`src/rtl/core/srp_pkg.sv`:
```
// Package for the sample ring packetizer: widths, constants, codes and shared types.
// Depends on nothing; every other file of the block imports it.
`timescale 1ns / 1ps

package srp_pkg;

   // Log geometry. The index width is fixed by the reader and newest index fields.
   localparam int ADDR_W             = 11;
   localparam int LOG_DEPTH          = 2 ** ADDR_W;

   // Packet limits.
   localparam int CNT_W              = 6;
   localparam int MAX_PACKET_SAMPLES = 63;
   localparam int BYTES_PER_ITEM     = 6;
   localparam int MIN_SPACE          = 12;

   // The reader's room, less the header, is clipped to this before the divide by six.
   localparam int CAP_LIMIT          = BYTES_PER_ITEM * MAX_PACKET_SAMPLES;
   localparam int CLIP_W             = $clog2(CAP_LIMIT + 1);

   // floor(x / 6) == (x * 171) >> 10 for every x up to CAP_LIMIT.
   localparam int RECIP              = 171;
   localparam int RECIP_SHIFT        = 10;

   // Sample period register.
   localparam int PERIOD_W           = 20;
   localparam int DEFAULT_PERIOD     = 1000000 / 1000;

   // Shared unit operand widths: 20 x 12 bits gives a 32-bit product.
   localparam int DATA_W             = 32;
   localparam int MUL_A_W            = 20;
   localparam int MUL_B_W            = 12;

   // Request operation codes.
   localparam logic OP_PUSH          = 1'b0;
   localparam logic OP_READ          = 1'b1;

   typedef enum logic [1:0] {
      ALU_HOLD,
      ALU_MUL,
      ALU_SUB
   } srp_alu_op_type;

   typedef struct packed {
      srp_alu_op_type      op;
      logic [DATA_W-1:0]   a;
      logic [DATA_W-1:0]   b;
   } srp_alu_cmd_type;

   typedef enum logic [1:0] {
      KIND_EMPTY  = 2'd0,
      KIND_HEADER = 2'd1,
      KIND_SAMPLE = 2'd2
   } srp_kind_type;

   typedef enum logic [3:0] {
      ST_IDLE,
      ST_P_MUL,
      ST_P_SUB,
      ST_P_WRITE,
      ST_R_DIFF,
      ST_R_CAP,
      ST_R_CLAMP,
      ST_R_FIRST,
      ST_R_BYTES,
      ST_R_HDR,
      ST_SAMP,
      ST_EMPTY
   } srp_state_type;

   typedef struct packed {
      logic signed [15:0]  x;
      logic signed [15:0]  y;
      logic signed [15:0]  z;
      logic [31:0]         stamp;
   } srp_entry_type;

   typedef struct packed {
      logic                en;
      logic [ADDR_W-1:0]   addr;
   } srp_rd_type;

   typedef struct packed {
      logic                en;
      srp_entry_type       entry;
   } srp_wr_type;

endpackage

```
`src/rtl/core/srp_alu.sv`:
```
// Shared arithmetic unit: one multiplier and one subtractor behind a result register.
// Depends on srp_pkg; driven by the sequencer in the top level.
`timescale 1ns / 1ps

module srp_alu import srp_pkg::*; (
   input  logic              clock,
   input  srp_alu_cmd_type   cmd,
   output logic [DATA_W-1:0] result
);

   logic [DATA_W-1:0] acc_ff;
   logic [DATA_W-1:0] acc_in;

   always_comb begin
      unique case (cmd.op)
         ALU_MUL: acc_in = DATA_W'(cmd.a[MUL_A_W-1:0] * cmd.b[MUL_B_W-1:0]);
         ALU_SUB: acc_in = cmd.a - cmd.b;
         default: acc_in = acc_ff;
      endcase
   end

   always_ff @(posedge clock) begin
      acc_ff <= acc_in;
   end

   assign result = acc_ff;

endmodule

```
`config.mk`:
```
export PLATFORM = sky130hd
export DESIGN_NAME = srp_alu
export DESIGN_NICKNAME = d
export VERILOG_FILES = /design/src/rtl/core/srp_pkg.sv /design/src/rtl/core/srp_alu.sv
export SDC_FILE = /design/constraint.sdc
export NUM_CORES = 1
export LEC_CHECK = 0
export ABC_AREA = 1
export ABC_CLOCK_PERIOD_IN_PS = 4980
export BUFFER_PORTS_ARGS = -buffer_cell sky130_fd_sc_hd__clkbuf_2
export CAP_MARGIN = 20
export CORE_ASPECT_RATIO = 1.2
export CORE_MARGIN = 5
export CORE_UTILIZATION = 30
export CTS_CLUSTER_SIZE = 14
export DETAILED_ROUTE_END_ITERATION = 12
export GPL_TIMING_DRIVEN = 0
export PLACE_DENSITY = 0.45
export SYNTH_ARGS = -nofsm -noshare
export SYNTH_HDL_FRONTEND = slang
export SYNTH_SLANG_ARGS = --single-unit
```
`constraint.sdc`:
```
create_clock -name clock -period 4.98 [get_ports clock]
set_input_delay 0.747 -clock clock [delete_from_list [all_inputs] [get_ports clock]]
set_output_delay 0.747 -clock clock [all_outputs]
set_load 0.1 [all_outputs]
```
==> impl_metrics.tcl, run 1 <==
set metrics [dict create \
    status "finished, violations left" \
    violations "setup timing" \
    cts_htree_levels 2 \
    post-synth-top-count-cell "nand2_1" \
    cts_tree "built" \
    drt_pass1_iterations 4 \
    synth_compound_area_share_pct 3.791 \
    setup_viol_count_final 14 \
    synthTopCellsByArea "fa_1, nand2_1, inv_1" \
    via_per_inst 4.479 \
    die_w_um 194.2 \
    cp.arrival_ps 5120 \
    path_clk_slew_ps 60 \
    ys_async_sr_fraction_pct 0 \
    startpoint_type "primary input" \
    synth_nets 2214 \
    cp_slowest_cell "fa_1" \
    place_hpwl_um 34560 \
    start_util_pct 30.13 \
    cts.path.max_buffers 2 \
    synth_top_family_by_area "adder cells" \
    report.final.hold_viol_count 0 \
    clkSinkCount 32 \
    cts_buffers 5 \
    synth_top_cell_by_area "fa_1" \
    row_count 81 \
    grt_max_degree 22 \
    ys_top_cells_by_count "nand2_1, inv_1, fa_1, ha_1, nor2_1" \
    multi_input_area_um2 10200 \
    crit_family "adder cells" \
    hold_path_class "in2reg" \
    period_needed_ps 5095 \
    slowest_delay_ps 580 \
    synth_adder_area_share_pct 41.35 \
    ios 99 \
    grt_pass1_wl_um 65380 \
    fin_nets 2406 \
    crit_type "in2reg" \
    required_ps 5000 \
    end_kind "flop" \
    largest_reg_flops 32 \
    worstPathCellList "clkbuf_16 -> clkbuf_16 -> nand2_4 -> fa_1 -> inv_2 -> fa_1 -> fa_2 -> fa_1 -> inv_2 -> fa_1 -> inv_2 -> ha_4 -> nand2_4 -> inv_2 -> nand2_2 -> nand2_2 -> buf_4 -> nand2_4 -> nand2_4 -> a21oi_4 -> xnor2_2 -> nand2_1 -> nand2_2" \
    dr_total_vias 11580 \
    synth-edff-count 32 \
    finalMaxSlewViolations 0 \
    synthesis.area_um2 12210 \
    max_cap_viol_count 0 \
    fp.coreArea_um2 40540 \
    grt-ovfl-total 0 \
    dp_slack_ps -1329 \
    layout-drive-gt1-share_pct 25.57 \
    port_buffers 98 \
    syn_inst 1852 \
    n_antenna_cell 0 \
    ys_ff_latch 32 \
    die_h_um 231.0 \
    worst_slack_ps -115.1 \
    synth_xor_area_share_pct 0.9323 \
    synth_cell_type_count 32 \
    critPathBufInv 7 \
    cp_max_fo 7 \
    synth_seq_area_share_pct 7.868 \
    yosysTopAreaCellShare_pct 29.67 \
    drcViolationCount 0 \
    rsz0062_at_grt "yes" \
    tightest_slew_ps 830.5 \
    areaGrowthSynthToFinish_pct 34.34 \
    holdBufCountCts 0 \
    yosys_warnings 0 \
    drt_first_iter_violations 526 \
    antenna_left 0 \
    nFillCells 4283 \
    wl_per_cell_um 16.26 \
    synthMuxAreaShare_pct 0 \
    grt_pass1_vias 11890 \
    regArea_um2 960.9 \
    syn_area_per_cell_um2 6.594 \
    antenna_found_initial 0 \
    fmax_mhz 196.3 \
    synth-simple-area-share_pct 28.38 \
    die_area_um2 44860 \
    wl_um 42020 \
    synthFlopType "edfxtp_1" \
    grt_util_all_layers_pct 18.54 \
    max_slew_margin_pct 44.63 \
    root_buffer "clkbuf_16" \
    finalCritPeriodShare_pct 102.3 \
    place_congestion 0.8725 \
]
-- cells by family (layout without fill, tap and decap cells) --
logic type / after synthesis / after routing
DFF: 32 / 32
adders and majority gates: 295 / 295
and+or+nand+nor: 850 / 850
xor gates and xnor gates: 13 / 13
buffers and inverters: 574 / 767
AOI/OAI and AO/OA: 88 / 88
-- worst min-delay path, stage by stage --
cell,delay [ps]
clkbuf_2,80
xor2_1,70
nand3_1,80
nand3_1,80
nand2_1,60
-- through the flow --
| stage | instances | setup TNS, ps | util [%] | hold WS, ps | instance area (µm²) |
|---|---|---|---|---|---|
| 2_1_floorplan | 1852 | -1.496 | - | 1063 | 12230 |
| 3_3_place_gp | 2489 | -26640 | 33.03 | 1254 | 13390 |
| 3_5_place_dp | 2490 | -26070 | 33.10 | 1249 | 13420 |
| 4_1_cts | 2550 | -1420 | 38.16 | 958.7 | 15470 |
| 5_1_grt | 2584 | -2983 | 40.47 | 992.8 | 16410 |
| 6_report | 2584 | -608.9 | 40.47 | 939.9 | 16410 |
-- what timing repair did --
| item | CTS | global route |
|---|---|---|
| gates cloned | 1 | 0 |
| setup buffers | 53 | 34 |
| resized for setup | 320 | 232 |
| setup endpoints to repair | 25 | 23 |
| pin swaps | 80 | 104 |
-- final timing paths --
check             startpoint         end  depth (start not counted)
setup / recovery     cmd[38]  result[19]                         23
hold / removal       cmd[63]  result[31]                          5
-- cells in the final DEF, fill, tap and decap left out, types with 32 or more instances in the layout --
cell type    n
inv_1      465
edfxtp_1    32
nand2_4     37
clkbuf_16   40
nor2_1      57
nand2_2     74
nand2_1    554
buf_4       75
fa_1       167
nand3_1     49
inv_2       56
a21oi_1     34
clkbuf_2    73
ha_1        94
-- cell type report --
cell class,instances,area share (%)
multi-input combinational,1246,62.18
inverter,523,12.01
timing repair buffer,187,9.472
sequential,32,5.857
buffer,49,5.491
tap,539,4.110
clock buffer,5,0.7626
clock inverter,3,0.1144
-- routing by layer --
| metal | global-route usage, % | vias up | share of wire [%] |
|---|---|---|---|
| li1 | - | 5738 | - |
| met1 | 22.73 | 5554 | 42 |
| met2 | 33.90 | 220 | 51 |
| met3 | 1.774 | 63 | 3.0 |
| met4 | 6.659 | 0 | 4.1 |
| met5 | 0 | - | 0 |
Power of run 1 is not shown: default switching activity piles up to over one toggle a cycle in this logic, so the estimate is an artifact.
==> inputs of run 2 (changes only) <==
--- a/config.mk
+++ b/config.mk
@@ -6,7 +6,7 @@
 export NUM_CORES = 1
 export LEC_CHECK = 0
 export ABC_AREA = 1
-export ABC_CLOCK_PERIOD_IN_PS = 4980
+export ABC_CLOCK_PERIOD_IN_PS = 6300
 export BUFFER_PORTS_ARGS = -buffer_cell sky130_fd_sc_hd__clkbuf_2
 export CAP_MARGIN = 20
 export CORE_ASPECT_RATIO = 1.2
@@ -15,7 +15,7 @@
 export CTS_CLUSTER_SIZE = 14
 export DETAILED_ROUTE_END_ITERATION = 12
 export GPL_TIMING_DRIVEN = 0
-export PLACE_DENSITY = 0.45
+export PLACE_DENSITY = 0.44
 export SYNTH_ARGS = -nofsm -noshare
 export SYNTH_HDL_FRONTEND = slang
 export SYNTH_SLANG_ARGS = --single-unit
==> constraint.sdc (replaced) <==
create_clock -name clock -period 6.3 [get_ports clock]
set_input_delay 0.945 -clock clock [delete_from_list [all_inputs] [get_ports clock]]
set_output_delay 0.945 -clock clock [all_outputs]
set_load 0.1 [all_outputs]
==> run 2 against run 1 <==
  * The flow now finishes without violations
  * Die area did not move
  * Count of clock-buffer cells in the layout did not move
  * Via count fell by 5.2%
  * Routed wire length fell by 6.3%
  * Sequential cell count did not move
  * Core utilization fell by 7.0 points
  * Final area fell by 17%
  * Non-clock buffer count fell by 91
  * Cell count fell by 3.5%
  * Sequential share of layout area rose by 1.2 points
  * First-iteration DRC count fell by 7.4%
  * Global-route usage fell by 0.68 points
  * Highest routed layer unchanged
==> impl_metrics.tcl, run 2 (synthesis results as in run 1) <==
set metrics [dict create \
    slowest_delay_ps 550 \
    grt_max_degree 22 \
    fp.coreArea_um2 40540 \
    via_per_inst 4.401 \
    p_int_uw 2574 \
    drt_pass1_iterations 5 \
    grt_pass1_wl_um 63430 \
    fin_nets 2315 \
    finalMaxSlewViolations 0 \
    largest_reg_flops 32 \
    dr_wl_met3_um 1349 \
    place_congestion 0.8916 \
    period_needed_ps 6033 \
    required_ps 6310 \
    port_buffers 98 \
    dr_total_vias 10970 \
    row_count 81 \
    max_cap_viol_count 0 \
    areaGrowthSynthToFinish_pct 10.94 \
    mostFrequentLayoutCells "nand2_1, inv_1, fa_1" \
    drcViolationCount 0 \
    hold_path_class "in2reg" \
    wl_per_cell_um 15.80 \
    grt-ovfl-total 0 \
    peakVddDrop_mv 0.4283 \
    grt_pass1_vias 11370 \
    holdBufCountCts 0 \
    antenna_left 0 \
    end_kind "flop" \
    ios 99 \
    swShare_pct 63.89 \
    fmax_mhz 165.8 \
    fin_setup_tns_ps 0 \
    top_layer "met4" \
    status "complete, no violations" \
    cp.arrival_ps 6040 \
    die_w_um 194.2 \
    power_uw 7129 \
    finalCritPeriodShare_pct 95.76 \
    n_antenna_cell 0 \
    cts.path.max_buffers 2 \
    holdWs_ps 1130 \
    wl_met2_um 20220 \
    path_clk_slew_ps 60 \
    worstPathCellList "clkbuf_2 -> clkbuf_1 -> nand2_1 -> inv_1 -> fa_1 -> fa_1 -> fa_1 -> fa_1 -> inv_1 -> fa_1 -> inv_1 -> ha_1 -> nand2_1 -> inv_1 -> nand2_1 -> nand2_1 -> nand3b_1 -> o21ai_0 -> nand2_1" \
    start_util_pct 30.13 \
    startpoint_type "primary input" \
    cts_buffers 5 \
    drt-met1-wl_um 17060 \
    clkSinkCount 32 \
    antenna_found_initial 0 \
    rsz0062_at_grt "no" \
    power_frac_clock_pct 3.4 \
    wl_um 39380 \
    cellPowerDensity_nw_per_um2 526.1 \
    place_hpwl_um 35030 \
    cp_slowest_cell "fa_1" \
    die_h_um 231.0 \
    cts_tree "built" \
    crit_type "in2reg" \
    p_leak_uw 0.008270 \
    drt_first_iter_violations 487 \
    comb_power_share_pct 89.7 \
    power.switching_uw 4554 \
    layout-drive-gt1-share_pct 8.035 \
    power.share.sequential_pct 6.9 \
    grt_util_all_layers_pct 17.86 \
    report.final.hold_viol_count 0 \
    cp_max_fo 10 \
    cts_htree_levels 2 \
    max_slew_margin_pct 45.08 \
    setup_viol_count_final 0 \
    tightest_slew_ps 823.8 \
    root_buffer "clkbuf_16" \
    mostFrequentLayoutCell "nand2_1" \
    die_area_um2 44860 \
]
==> run 2: power by group through the flow <==
stage,Clock (µW),Combinational (µW),Sequential (µW)
5_1_grt,256,7280,499
3_3_place_gp,0,6490,496
3_5_place_dp,0,6480,495
4_1_cts,247,6540,494
6_report,240,6400,491
2_1_floorplan,0,3950,1180
==> run 2: path summary, 6_finish.rpt <==
| kind | from | to | slack [ps] | cells after the start |
|---|---|---|---|---|
| worst min-delay path | cmd[63] | result[31] | 1130 | 5 |
| worst max-delay path | cmd[36] | result[14] | 270 | 19 |
==> run 2: layer usage <==
metal,vias to the layer above,GRT usage (%)
li1,5551,-
met1,5191,22.57
met2,198,33.51
met3,31,1.367
met4,0,3.604
met5,-,0
==> run 2: stage by stage <==
step                cell area [µm²]  utilization [%]  setup slack, ps  instances
floorplan                     12210                -             1096       1852
global placement              13380            33.00           -229.4       2489
detailed placement            13410            33.07           -193.5       2490
CTS                           13550            33.42            63.87       2498
global route                  13550            33.42            5.201       2493
finish                        13550            33.42            267.2       2493
==> run 2: area by class of cell <==
type	instances	area, µm²
timing repair buffer	99	518.0
clock inverter	3	18.77
fill	4636	26990
tap	539	674.4
multi-input combinational	1246	9092
inverter	523	1963
clock buffer	5	125.1
sequential	32	960.9
buffer	46	196.4
==> run 2: worst max-delay path: cells and delay by family <==
family	cells	cell delay, ps
simple gates	6	870
buf+inv	6	1040
fa+ha+maj	6	2810
compound gates	1	400
==> run 2: repair_timing <==
item,in CTS,in global routing
gates resized for setup,0,24
setup buffers,0,0
setup endpoints to repair,0,10
Note: power is estimated with default switching activity, not from simulation.
